===== config.mk =====
export PLATFORM = sky130hd
export DESIGN_NAME = text_glyph_rect_generator_top
export DESIGN_NICKNAME = d
export VERILOG_FILES = /design/src/hw/rtl/tgr_pkg.sv /design/src/hw/rtl/tgr_front.sv /design/src/hw/rtl/tgr_cmd_fifo.sv /design/src/hw/rtl/tgr_back.sv /design/src/hw/rtl/text_glyph_rect_generator_top.sv
export SDC_FILE = /design/constraint.sdc
export NUM_CORES = 1
export LEC_CHECK = 0
export ABC_AREA = 1
export CAP_MARGIN = 10
export CORE_MARGIN = 8
export CORE_UTILIZATION = 25
export DETAILED_ROUTE_END_ITERATION = 12
export DONT_BUFFER_PORTS = 1
export GPL_ROUTABILITY_DRIVEN = 0
export SLEW_MARGIN = 20
export SYNTH_ARGS = -nofsm -noshare
export SYNTH_HDL_FRONTEND = slang
export SYNTH_HIERARCHICAL = 1
export SYNTH_MEMORY_MAX_BITS = 65536
export SYNTH_SLANG_ARGS = --single-unit

===== constraint.sdc =====
create_clock -name i_clk -period 9.4 [get_ports i_clk]
set_input_delay 0.94 -clock i_clk [delete_from_list [all_inputs] [get_ports i_clk]]
set_output_delay 0.94 -clock i_clk [all_outputs]
set_load 0.05 [all_outputs]

===== src/hw/rtl/tgr_pkg.sv =====
// Shared types, screen constants and the 5x7 font for the text glyph rectangle generator.
`timescale 1ns / 1ps
`default_nettype none

package tgr_pkg;

    // Screen size in pixels.
    localparam int SCREEN_WIDTH  = 480;
    localparam int SCREEN_HEIGHT = 320;

    // Glyph geometry: five columns of seven rows, one bit per pixel.
    localparam int GLYPH_COLS = 5;
    localparam int GLYPH_ROWS = 7;
    localparam int GLYPH_BITS = GLYPH_COLS * GLYPH_ROWS;

    // Special text bytes.
    localparam logic [7:0] CHAR_NUL     = 8'h00;
    localparam logic [7:0] CHAR_NEWLINE = 8'h0A;

    // Configuration register indexes.
    localparam logic [1:0] CFG_ORIGIN_X = 2'd0;
    localparam logic [1:0] CFG_ORIGIN_Y = 2'd1;
    localparam logic [1:0] CFG_SCALE    = 2'd2;
    localparam logic [1:0] CFG_COLOR    = 2'd3;

    // Configuration as seen by the front and back parts.
    typedef struct packed {
        logic [15:0] origin_x;
        logic [15:0] origin_y;
        logic [7:0]  glyph_scale;
        logic [15:0] draw_color;
    } t_cfg;

    // One draw command: glyph bits (column-major) and the top-left cursor position.
    typedef struct packed {
        logic [GLYPH_BITS-1:0] glyph;
        logic [15:0]           col;
        logic [15:0]           row;
    } t_cmd;

    // One rectangle before its color and last mark are attached.
    typedef struct packed {
        logic [7:0] h;
        logic [7:0] w;
        logic [8:0] y;
        logic [8:0] x;
    } t_rect;

    // A scale of zero counts as one.
    function automatic logic [7:0] eff_scale(input logic [7:0] scale);
        return (scale == 8'd0) ? 8'd1 : scale;
    endfunction

    // Pack five font columns so that bit (col * 7 + row) is the pixel.
    function automatic logic [GLYPH_BITS-1:0] pack_cols(
        input logic [7:0] c0, input logic [7:0] c1, input logic [7:0] c2,
        input logic [7:0] c3, input logic [7:0] c4);
        return {c4[6:0], c3[6:0], c2[6:0], c1[6:0], c0[6:0]};
    endfunction

    // Font lookup with lower case folded to upper case; unknown codes are blank.
    function automatic logic [GLYPH_BITS-1:0] glyph_bits(input logic [7:0] code);
        logic [7:0]            key;
        logic [GLYPH_BITS-1:0] g;
        key = code;
        if (code >= 8'h61 && code <= 8'h7A) begin
            key = code - 8'h20;
        end
        unique case (key)
            8'h41:   g = pack_cols(8'h7E, 8'h11, 8'h11, 8'h11, 8'h7E);
            8'h42:   g = pack_cols(8'h7F, 8'h49, 8'h49, 8'h49, 8'h36);
            8'h43:   g = pack_cols(8'h3E, 8'h41, 8'h41, 8'h41, 8'h22);
            8'h44:   g = pack_cols(8'h7F, 8'h41, 8'h41, 8'h22, 8'h1C);
            8'h45:   g = pack_cols(8'h7F, 8'h49, 8'h49, 8'h49, 8'h41);
            8'h46:   g = pack_cols(8'h7F, 8'h09, 8'h09, 8'h09, 8'h01);
            8'h47:   g = pack_cols(8'h3E, 8'h41, 8'h49, 8'h49, 8'h7A);
            8'h48:   g = pack_cols(8'h7F, 8'h08, 8'h08, 8'h08, 8'h7F);
            8'h49:   g = pack_cols(8'h00, 8'h41, 8'h7F, 8'h41, 8'h00);
            8'h4A:   g = pack_cols(8'h20, 8'h40, 8'h41, 8'h3F, 8'h01);
            8'h4B:   g = pack_cols(8'h7F, 8'h08, 8'h14, 8'h22, 8'h41);
            8'h4C:   g = pack_cols(8'h7F, 8'h40, 8'h40, 8'h40, 8'h40);
            8'h4D:   g = pack_cols(8'h7F, 8'h02, 8'h0C, 8'h02, 8'h7F);
            8'h4E:   g = pack_cols(8'h7F, 8'h04, 8'h08, 8'h10, 8'h7F);
            8'h4F:   g = pack_cols(8'h3E, 8'h41, 8'h41, 8'h41, 8'h3E);
            8'h50:   g = pack_cols(8'h7F, 8'h09, 8'h09, 8'h09, 8'h06);
            8'h51:   g = pack_cols(8'h3E, 8'h41, 8'h51, 8'h21, 8'h5E);
            8'h52:   g = pack_cols(8'h7F, 8'h09, 8'h19, 8'h29, 8'h46);
            8'h53:   g = pack_cols(8'h46, 8'h49, 8'h49, 8'h49, 8'h31);
            8'h54:   g = pack_cols(8'h01, 8'h01, 8'h7F, 8'h01, 8'h01);
            8'h55:   g = pack_cols(8'h3F, 8'h40, 8'h40, 8'h40, 8'h3F);
            8'h56:   g = pack_cols(8'h1F, 8'h20, 8'h40, 8'h20, 8'h1F);
            8'h57:   g = pack_cols(8'h3F, 8'h40, 8'h38, 8'h40, 8'h3F);
            8'h58:   g = pack_cols(8'h63, 8'h14, 8'h08, 8'h14, 8'h63);
            8'h59:   g = pack_cols(8'h07, 8'h08, 8'h70, 8'h08, 8'h07);
            8'h5A:   g = pack_cols(8'h61, 8'h51, 8'h49, 8'h45, 8'h43);
            8'h30:   g = pack_cols(8'h3E, 8'h51, 8'h49, 8'h45, 8'h3E);
            8'h31:   g = pack_cols(8'h00, 8'h42, 8'h7F, 8'h40, 8'h00);
            8'h32:   g = pack_cols(8'h42, 8'h61, 8'h51, 8'h49, 8'h46);
            8'h33:   g = pack_cols(8'h21, 8'h41, 8'h45, 8'h4B, 8'h31);
            8'h34:   g = pack_cols(8'h18, 8'h14, 8'h12, 8'h7F, 8'h10);
            8'h35:   g = pack_cols(8'h27, 8'h45, 8'h45, 8'h45, 8'h39);
            8'h36:   g = pack_cols(8'h3C, 8'h4A, 8'h49, 8'h49, 8'h30);
            8'h37:   g = pack_cols(8'h01, 8'h71, 8'h09, 8'h05, 8'h03);
            8'h38:   g = pack_cols(8'h36, 8'h49, 8'h49, 8'h49, 8'h36);
            8'h39:   g = pack_cols(8'h06, 8'h49, 8'h49, 8'h29, 8'h1E);
            8'h2D:   g = pack_cols(8'h08, 8'h08, 8'h08, 8'h08, 8'h08);
            8'h21:   g = pack_cols(8'h00, 8'h00, 8'h5F, 8'h00, 8'h00);
            8'h3A:   g = pack_cols(8'h00, 8'h36, 8'h36, 8'h00, 8'h00);
            8'h2E:   g = pack_cols(8'h00, 8'h60, 8'h60, 8'h00, 8'h00);
            default: g = '0;
        endcase
        return g;
    endfunction

endpackage

`default_nettype wire


===== src/hw/rtl/tgr_front.sv =====
// Front part: accepts text bytes, keeps the cursor and issues draw commands.
`timescale 1ns / 1ps
`default_nettype none

module tgr_front (
    input  wire                  i_clk,
    input  wire                  i_rst_n,
    input  wire tgr_pkg::t_cfg   i_cfg,
    input  wire                  i_s_tvalid,
    output logic                 o_s_tready,
    input  wire [7:0]            i_s_tdata,   // char_code [7:0]
    input  wire                  i_s_tuser,   // string_start
    input  wire                  i_cmd_full,
    output logic                 o_cmd_push,
    output tgr_pkg::t_cmd        o_cmd
);
    import tgr_pkg::*;

    logic [15:0] r_col, n_col;
    logic [15:0] r_row, n_row;
    logic        r_halt, n_halt;

    logic [7:0]            s;
    logic [10:0]           s5, s6, s7, s8;
    logic [15:0]           col0, row0, col1, row1;
    logic                  halt0;
    logic                  accept;
    logic [GLYPH_BITS-1:0] glyph;

    // Any byte may need a queue slot, so accept only while the queue has room.
    assign o_s_tready = !i_cmd_full;
    assign accept     = i_s_tvalid && o_s_tready;

    // Multiples of the scale used by the cursor tests and steps.
    assign s  = eff_scale(i_cfg.glyph_scale);
    assign s8 = {s, 3'b000};
    assign s7 = s8 - {3'b000, s};
    assign s5 = {1'b0, s, 2'b00} + {3'b000, s};
    assign s6 = {1'b0, s, 2'b00} + {2'b00, s, 1'b0};

    assign glyph = glyph_bits(i_s_tdata);

    // Cursor handling for one byte.
    always_comb begin
        col0 = i_s_tuser ? i_cfg.origin_x : r_col;
        row0 = i_s_tuser ? i_cfg.origin_y : r_row;
        halt0 = i_s_tuser ? 1'b0 : r_halt;
        col1 = col0;
        row1 = row0;
        n_col = col0;
        n_row = row0;
        n_halt = halt0;
        o_cmd_push = 1'b0;
        if (halt0) begin
            n_halt = 1'b1;
        end else if (i_s_tdata == CHAR_NUL) begin
            n_halt = 1'b1;
        end else if (i_s_tdata == CHAR_NEWLINE) begin
            n_col = i_cfg.origin_x;
            n_row = row0 + {5'd0, s8};
        end else if (({1'b0, row0} + {6'd0, s7}) >= 17'(SCREEN_HEIGHT)) begin
            n_halt = 1'b1;
        end else begin
            // Wrap to a new line when the glyph would reach the right edge.
            if (({1'b0, col0} + {6'd0, s5}) >= 17'(SCREEN_WIDTH)) begin
                col1 = i_cfg.origin_x;
                row1 = row0 + {5'd0, s8};
            end
            n_col = col1 + {5'd0, s6};
            n_row = row1;
            o_cmd_push = accept && (glyph != '0);
        end
    end

    assign o_cmd.glyph = glyph;
    assign o_cmd.col   = col1;
    assign o_cmd.row   = row1;

    // Cursor state.
    always_ff @(posedge i_clk) begin
        if (!i_rst_n) begin
            r_col  <= '0;
            r_row  <= '0;
            r_halt <= 1'b0;
        end else if (accept) begin
            r_col  <= n_col;
            r_row  <= n_row;
            r_halt <= n_halt;
        end
    end

endmodule

`default_nettype wire


===== src/hw/rtl/tgr_cmd_fifo.sv =====
// Two-entry command queue between the front and back parts.
`timescale 1ns / 1ps
`default_nettype none

module tgr_cmd_fifo (
    input  wire                  i_clk,
    input  wire                  i_rst_n,
    input  wire                  i_push,
    input  wire tgr_pkg::t_cmd   i_cmd,
    output logic                 o_full,
    input  wire                  i_pop,
    output logic                 o_valid,
    output tgr_pkg::t_cmd        o_cmd
);
    import tgr_pkg::*;

    t_cmd       r_mem [2];
    logic       r_wptr;
    logic       r_rptr;
    logic [1:0] r_count;

    assign o_full  = (r_count == 2'd2);
    assign o_valid = (r_count != 2'd0);
    assign o_cmd   = r_mem[r_rptr];

    // Storage.
    always_ff @(posedge i_clk) begin
        if (i_push) begin
            r_mem[r_wptr] <= i_cmd;
        end
    end

    // Pointers and fill count.
    always_ff @(posedge i_clk) begin
        if (!i_rst_n) begin
            r_wptr  <= 1'b0;
            r_rptr  <= 1'b0;
            r_count <= 2'd0;
        end else begin
            if (i_push) begin
                r_wptr <= !r_wptr;
            end
            if (i_pop) begin
                r_rptr <= !r_rptr;
            end
            r_count <= r_count + {1'b0, i_push} - {1'b0, i_pop};
        end
    end

    // The queue never overflows or underflows.
    a_no_overflow: assert property (@(posedge i_clk) disable iff (!i_rst_n)
        i_push |-> (r_count != 2'd2))
        else $error("command queue overflow");

    a_no_underflow: assert property (@(posedge i_clk) disable iff (!i_rst_n)
        i_pop |-> (r_count != 2'd0))
        else $error("command queue underflow");

endmodule

`default_nettype wire


===== src/hw/rtl/tgr_back.sv =====
// Back part: scans glyph bits and emits clipped rectangles, marking the last one.
`timescale 1ns / 1ps
`default_nettype none

module tgr_back (
    input  wire                  i_clk,
    input  wire                  i_rst_n,
    input  wire tgr_pkg::t_cfg   i_cfg,
    input  wire                  i_cmd_valid,
    input  wire tgr_pkg::t_cmd   i_cmd,
    output logic                 o_cmd_pop,
    output logic                 o_m_tvalid,
    input  wire                  i_m_tready,
    output logic [55:0]          o_m_tdata,   // rect_x [8:0], rect_y [17:9], rect_w [25:18],
                                              // rect_h [33:26], rect_color [49:34], zeros
    output logic                 o_m_tlast    // last_rect
);
    import tgr_pkg::*;

    typedef enum logic [1:0] {
        ST_IDLE,
        ST_SCAN,
        ST_FLUSH
    } t_state;

    t_state                r_state;
    logic [GLYPH_BITS-1:0] r_glyph;
    logic [15:0]           r_col;
    logic [15:0]           r_row;
    logic [2:0]            r_r;
    logic [2:0]            r_c;
    logic [9:0]            r_xoff;
    logic [10:0]           r_yoff;
    logic                  r_pend_v;
    t_rect                 r_pend;
    logic                  r_out_v;
    t_rect                 r_out;
    logic [15:0]           r_out_color;
    logic                  r_out_last;

    logic [7:0]  s;
    logic [15:0] cx, cy;
    logic        cand_emit;
    t_rect       cand;
    logic        out_free;
    logic        advance;
    logic        rest_zero;
    logic        out_load;

    assign s = eff_scale(i_cfg.glyph_scale);

    // Candidate square for the current glyph bit.
    always_comb begin
        cx = r_col + {6'd0, r_xoff};
        cy = r_row + {5'd0, r_yoff};
        cand_emit = r_glyph[0] && (cx < 16'(SCREEN_WIDTH)) && (cy < 16'(SCREEN_HEIGHT));
        cand.x = cx[8:0];
        cand.y = cy[8:0];
        cand.w = s;
        cand.h = s;
        if (({1'b0, cx} + {9'd0, s}) > 17'(SCREEN_WIDTH)) begin
            cand.w = 8'(17'(SCREEN_WIDTH) - {1'b0, cx});
        end
        if (({1'b0, cy} + {9'd0, s}) > 17'(SCREEN_HEIGHT)) begin
            cand.h = 8'(17'(SCREEN_HEIGHT) - {1'b0, cy});
        end
    end

    // The output register is free when empty or being taken this cycle.
    assign out_free  = !r_out_v || i_m_tready;
    assign advance   = !(cand_emit && r_pend_v && !out_free);
    assign rest_zero = (r_glyph[GLYPH_BITS-1:1] == '0);
    assign o_cmd_pop = (r_state == ST_IDLE) && i_cmd_valid;

    // The output register is loaded by a new square in the scan or by the flush.
    assign out_load = ((r_state == ST_SCAN) && advance && cand_emit && r_pend_v) ||
                      ((r_state == ST_FLUSH) && r_pend_v && out_free);

    // Scan sequencer, pending rectangle and output register.
    always_ff @(posedge i_clk) begin
        if (!i_rst_n) begin
            r_state  <= ST_IDLE;
            r_pend_v <= 1'b0;
            r_out_v  <= 1'b0;
        end else begin
            if (out_load) begin
                r_out_v <= 1'b1;
            end else if (r_out_v && i_m_tready) begin
                r_out_v <= 1'b0;
            end
            unique case (r_state)
                ST_IDLE: begin
                    if (i_cmd_valid) begin
                        r_glyph <= i_cmd.glyph;
                        r_col   <= i_cmd.col;
                        r_row   <= i_cmd.row;
                        r_r     <= '0;
                        r_c     <= '0;
                        r_xoff  <= '0;
                        r_yoff  <= '0;
                        r_state <= ST_SCAN;
                    end
                end
                ST_SCAN: begin
                    if (advance) begin
                        // A new square pushes the held one out as not last.
                        if (cand_emit) begin
                            if (r_pend_v) begin
                                r_out       <= r_pend;
                                r_out_color <= i_cfg.draw_color;
                                r_out_last  <= 1'b0;
                            end
                            r_pend   <= cand;
                            r_pend_v <= 1'b1;
                        end
                        r_glyph <= r_glyph >> 1;
                        if (r_r == 3'(GLYPH_ROWS - 1)) begin
                            r_r    <= '0;
                            r_yoff <= '0;
                            r_c    <= r_c + 3'd1;
                            r_xoff <= r_xoff + {2'b00, s};
                        end else begin
                            r_r    <= r_r + 3'd1;
                            r_yoff <= r_yoff + {3'b000, s};
                        end
                        if (rest_zero) begin
                            r_state <= ST_FLUSH;
                        end
                    end
                end
                ST_FLUSH: begin
                    // The held square is the last of this character.
                    if (!r_pend_v) begin
                        r_state <= ST_IDLE;
                    end else if (out_free) begin
                        r_out       <= r_pend;
                        r_out_color <= i_cfg.draw_color;
                        r_out_last  <= 1'b1;
                        r_pend_v    <= 1'b0;
                        r_state     <= ST_IDLE;
                    end
                end
                default: r_state <= ST_IDLE;
            endcase
        end
    end

    assign o_m_tvalid = r_out_v;
    assign o_m_tdata  = {6'd0, r_out_color, r_out.h, r_out.w, r_out.y, r_out.x};
    assign o_m_tlast  = r_out_last;

    // No square is held over from one character to the next.
    a_idle_no_pend: assert property (@(posedge i_clk) disable iff (!i_rst_n)
        (r_state == ST_IDLE) |-> !r_pend_v)
        else $error("pending rectangle left at character end");

    // The scan position stays inside the glyph.
    a_scan_bounds: assert property (@(posedge i_clk) disable iff (!i_rst_n)
        (r_state == ST_SCAN) |-> (r_r < 3'(GLYPH_ROWS) && r_c < 3'(GLYPH_COLS)))
        else $error("glyph scan position out of range");

    // A full output register is never overwritten while it waits.
    a_out_hold: assert property (@(posedge i_clk) disable iff (!i_rst_n)
        (r_out_v && !i_m_tready) |=> (r_out_v && $stable(o_m_tdata)))
        else $error("output rectangle overwritten while stalled");

endmodule

`default_nettype wire


===== src/hw/rtl/text_glyph_rect_generator_top.sv =====
// Top level of the text glyph rectangle generator: configuration registers and wiring.
// An accepted byte passes as a command through the queue, the scan registers, the pending
// rectangle and the output register. Up to one rectangle per cycle while the output is not
// stalled. A character holds the bit-serial scan up to its last set glyph bit; the next one
// is taken after its flush. Control bytes and blank glyphs never reach the scan.
// Reset (synchronous, active low) clears the cursor, the halt flag, the command queue and
// the output, and loads the configuration defaults: origin 0,0, scale 1, color white.
`timescale 1ns / 1ps
`default_nettype none

module text_glyph_rect_generator_top (
    input  wire         i_clk,
    input  wire         i_rst_n,
    input  wire         i_cfg_valid,
    output logic        o_cfg_ready,
    input  wire [1:0]   i_cfg_addr,
    input  wire [15:0]  i_cfg_data,
    input  wire         i_s_tvalid,
    output logic        o_s_tready,
    input  wire [7:0]   i_s_tdata,   // char_code [7:0]
    input  wire         i_s_tuser,   // string_start
    output logic        o_m_tvalid,
    input  wire         i_m_tready,
    output logic [55:0] o_m_tdata,   // rect_x [8:0], rect_y [17:9], rect_w [25:18],
                                     // rect_h [33:26], rect_color [49:34], zeros
    output logic        o_m_tlast    // last_rect
);
    import tgr_pkg::*;

    t_cfg r_cfg;
    t_cmd push_cmd;
    t_cmd pop_cmd;
    logic cmd_push;
    logic cmd_pop;
    logic cmd_full;
    logic cmd_valid;

    assign o_cfg_ready = 1'b1;

    // Configuration registers.
    always_ff @(posedge i_clk) begin
        if (!i_rst_n) begin
            r_cfg.origin_x    <= '0;
            r_cfg.origin_y    <= '0;
            r_cfg.glyph_scale <= 8'd1;
            r_cfg.draw_color  <= 16'hFFFF;
        end else if (i_cfg_valid) begin
            unique case (i_cfg_addr)
                CFG_ORIGIN_X: r_cfg.origin_x    <= i_cfg_data;
                CFG_ORIGIN_Y: r_cfg.origin_y    <= i_cfg_data;
                CFG_SCALE:    r_cfg.glyph_scale <= i_cfg_data[7:0];
                CFG_COLOR:    r_cfg.draw_color  <= i_cfg_data;
                default:      r_cfg.draw_color  <= r_cfg.draw_color;
            endcase
        end
    end

    tgr_front u_front (
        .i_clk      (i_clk),
        .i_rst_n    (i_rst_n),
        .i_cfg      (r_cfg),
        .i_s_tvalid (i_s_tvalid),
        .o_s_tready (o_s_tready),
        .i_s_tdata  (i_s_tdata),
        .i_s_tuser  (i_s_tuser),
        .i_cmd_full (cmd_full),
        .o_cmd_push (cmd_push),
        .o_cmd      (push_cmd)
    );

    tgr_cmd_fifo u_fifo (
        .i_clk   (i_clk),
        .i_rst_n (i_rst_n),
        .i_push  (cmd_push),
        .i_cmd   (push_cmd),
        .o_full  (cmd_full),
        .i_pop   (cmd_pop),
        .o_valid (cmd_valid),
        .o_cmd   (pop_cmd)
    );

    tgr_back u_back (
        .i_clk       (i_clk),
        .i_rst_n     (i_rst_n),
        .i_cfg       (r_cfg),
        .i_cmd_valid (cmd_valid),
        .i_cmd       (pop_cmd),
        .o_cmd_pop   (cmd_pop),
        .o_m_tvalid  (o_m_tvalid),
        .i_m_tready  (i_m_tready),
        .o_m_tdata   (o_m_tdata),
        .o_m_tlast   (o_m_tlast)
    );

endmodule

`default_nettype wire


==> impl_metrics.tcl <==
set metrics [dict create \
    maxCapViolCount 0 \
    fin_hold_ws_ps 407 \
    synth_cell_type_count 68 \
    fin_skew_ps 25.9 \
    fmax_mhz 136 \
    ant_nets 0 \
    grt_pass1_wl_microns 110000 \
    die_area_sq_um 114000 \
    reg2reg_slack_ps 2040 \
    slowest_delay_ps 770 \
    post_cts_resized 0 \
    sequentialPowerShare_pct 34.7 \
    min_period_ps 7360 \
    drive_above_1_share_pct 10.1 \
    hold_buffers 0 \
    routedWlPerCell_microns 15.6 \
    grt_start_max_net_pins 74 \
    min_period_over_period_pct 78.3 \
    grt_pass1_vias 19400 \
    syn_avg_cell_area_sq_um 8.30 \
    internal-power_mw 4.35 \
    die_y_microns 338 \
    layout.cells.most_common "nand2_1" \
    synthCells 3119 \
    hold_end "u_back/o_m_tdata[9]" \
    synth_top_flop_cell "edfxtp_1" \
    io_buffers 0 \
    power.leakage_nw 12.3 \
    slowest_stage "dfxtp_1" \
    clkLatencyLatePin_ps 610 \
    synth-async-reset-ratio_pct 0 \
    vias 20700 \
    finalHoldViolCount 0 \
    slew_viol_final 0 \
    coreArea_sq_um 103000 \
    hold_path_class "flip-flop to flip-flop" \
    clock_sinks 408 \
    via_per_inst 4.59 \
    dr.pass1.iters 6 \
    worst-slew-pin-transition_ps 978 \
    cts-root-buf "clkbuf_16" \
    clkPwrFrac_pct 25.0 \
    power_switching_mw 2.82 \
    crit_required_ps 9840 \
    cp-startpoint "r_cfg[20]" \
    finalInstanceArea_sq_um 28900 \
    finalSetupViolCount 0 \
    pwr-share-comb_pct 40.3 \
    cpMostUsedCell "nand2_1" \
    numCtsBuffers 47 \
    synth_area_sq_um 25900 \
    drtIter0Drc 2030 \
    critPathKind "flip-flop to flip-flop" \
    crit_fanout 30 \
    synth_top_area_share_pct 36.0 \
    dp_hpwl_microns 52100 \
    crit_arrival_ps 7800 \
    setup_tns_ps 0 \
    ys_seq_elements 408 \
    yosys_warnings 6 \
    reg2reg_to "u_front/r_col[14]" \
    ir_worst_vdd_v 0.000137 \
    hold_path_depth 0 \
    cts_max_path_buffers 3 \
    p_sw_share_pct 39.3 \
    worstSetupEndpointType "flip-flop" \
    slew_headroom_pct 34.7 \
    cts_setup_buffers 0 \
    area_growth_pct 11.5 \
    rr_startpoint "r_cfg[20]" \
    synth_area_leaders "edfxtp_1, nand2_1, dfxtp_1" \
    status "completed" \
    nNetsFinal 3266 \
    p_per_area_nw_per_um2 248 \
    yosys.area.top_type "edfxtp_1" \
    rows 118 \
    worst_setup_path_start_kind "flip-flop" \
    wirelength_microns 70100 \
    antenna_found_initial 1 \
    initial_utilization_pct 25.1 \
    cts_tree "yes" \
    place_area_sq_um 27300 \
    synth_seq_area_share_pct 43.5 \
    htreeDepth 2 \
    drc 0 \
    antenna_cells 0 \
    track_usage_pct 12.0 \
    overflow 0 \
    num_io_pins 92 \
    ff2ff_path_depth 35 \
    clkTransAtPathRegs_ps 60 \
    hold_start "u_back/r_pend[9]" \
    final_cell_mix "nand2_1, inv_1, edfxtp_1" \
    die_w_microns 338 \
    synth-edff-count 310 \
    rsz0062_at_grt "no" \
]
==> power groups by stage <==
| stage | registers, mW | clock network [mW] | logic [mW] |
|---|---|---|---|
| after floorplan | 2.47 | 0 | 2.28 |
| after global placement | 2.57 | 0 | 2.80 |
| after detailed placement | 2.57 | 0 | 2.83 |
| after CTS | 2.54 | 1.85 | 2.84 |
| after global routing | 2.52 | 1.93 | 3.27 |
| final | 2.49 | 1.79 | 2.89 |
==> through the flow <==
| step | instances | setup WS, ps | util (%) | power [mW] |
|---|---|---|---|---|
| floorplan | 3124 | 1660 | - | 4.75 |
| global placement | 4417 | 2270 | 26.5 | 5.37 |
| detailed placement | 4417 | 2090 | 26.5 | 5.40 |
| CTS | 4505 | 2100 | 28.0 | 7.23 |
| global route | 4506 | 1190 | 28.0 | 7.71 |
| finish | 4506 | 2040 | 28.0 | 7.17 |
==> critical path: cells and delay by family, from the launching register on <==
kind / cells / cell delay, ps
simple gates: 21 / 2640
fa+ha+maj: 5 / 2050
compound gates: 6 / 1280
flops: 1 / 770
buf+inv: 3 / 450
==> synthesized netlist by cell type (37+ instances only) <==
cell type  count
a21oi_1      199
clkbuf_1      58
dfxtp_1       98
edfxtp_1     310
ha_1         130
inv_1        379
mux2_2        37
nand2_1      793
nand3_1      190
nand4_1       51
nor2_1       239
o21ai_0      181
xor2_1        38
==> registers in the layout (all words and copies together), names as in the netlist, 3 cells and up, named ones only <==
register / flops
u_back/r_r: 3
u_back/r_pend: 34
u_back/r_out_color: 16
r_cfg: 56
u_back/r_glyph: 35
u_back/o_m_tdata: 34
u_front/r_col: 16
u_back/r_xoff: 10
u_back/r_row: 16
u_front/r_row: 16
u_back/r_yoff: 11
u_fifo/r_mem: 134
u_back/r_col: 16
==> worst max-delay path by stage <==
stage	to	cells past startpoint
after floorplan	u_fifo/r_mem[0][0]	29
after detailed placement	u_front/r_col[14]	35
after global routing	u_front/r_col[14]	38
after CTS	u_front/r_col[14]	35
after global placement	u_front/r_col[14]	36
final	u_front/r_col[14]	35
==> metal layers <==
metal	global-route usage, %	wire length (microns)
met5	0	0
met2	18.6	30500
met1	17.1	33000
met4	3.43	1920
met3	2.10	4600
==> cells by family (layout without fill, tap and decap cells) <==
logic type                 Yosys count  in the layout  synth area share (%)
and+or+nand+nor                   1416           1416                  24.5
buffers and inverters              518            520                  8.07
AOI/OAI and AO/OA                  497            497                  10.6
DFF                                408            408                  43.5
adders and majority gates          147            147                  7.60
muxes                               67             67                  3.35
xor gates and xnor gates            64             64                  2.34
other                                2              7                0.0290
==> cell type report <==
class / count / area (sq um)
fillers: 11000 / 74300
repair buffers: 28 / 230
clock inverters: 27 / 269
clock buffers: 61 / 1250
multi-input cells: 2198 / 12600
inverters: 404 / 1530
flip-flops and latches: 408 / 11300
well taps: 1380 / 1730
Note: power is estimated with default switching activity, not from simulation.
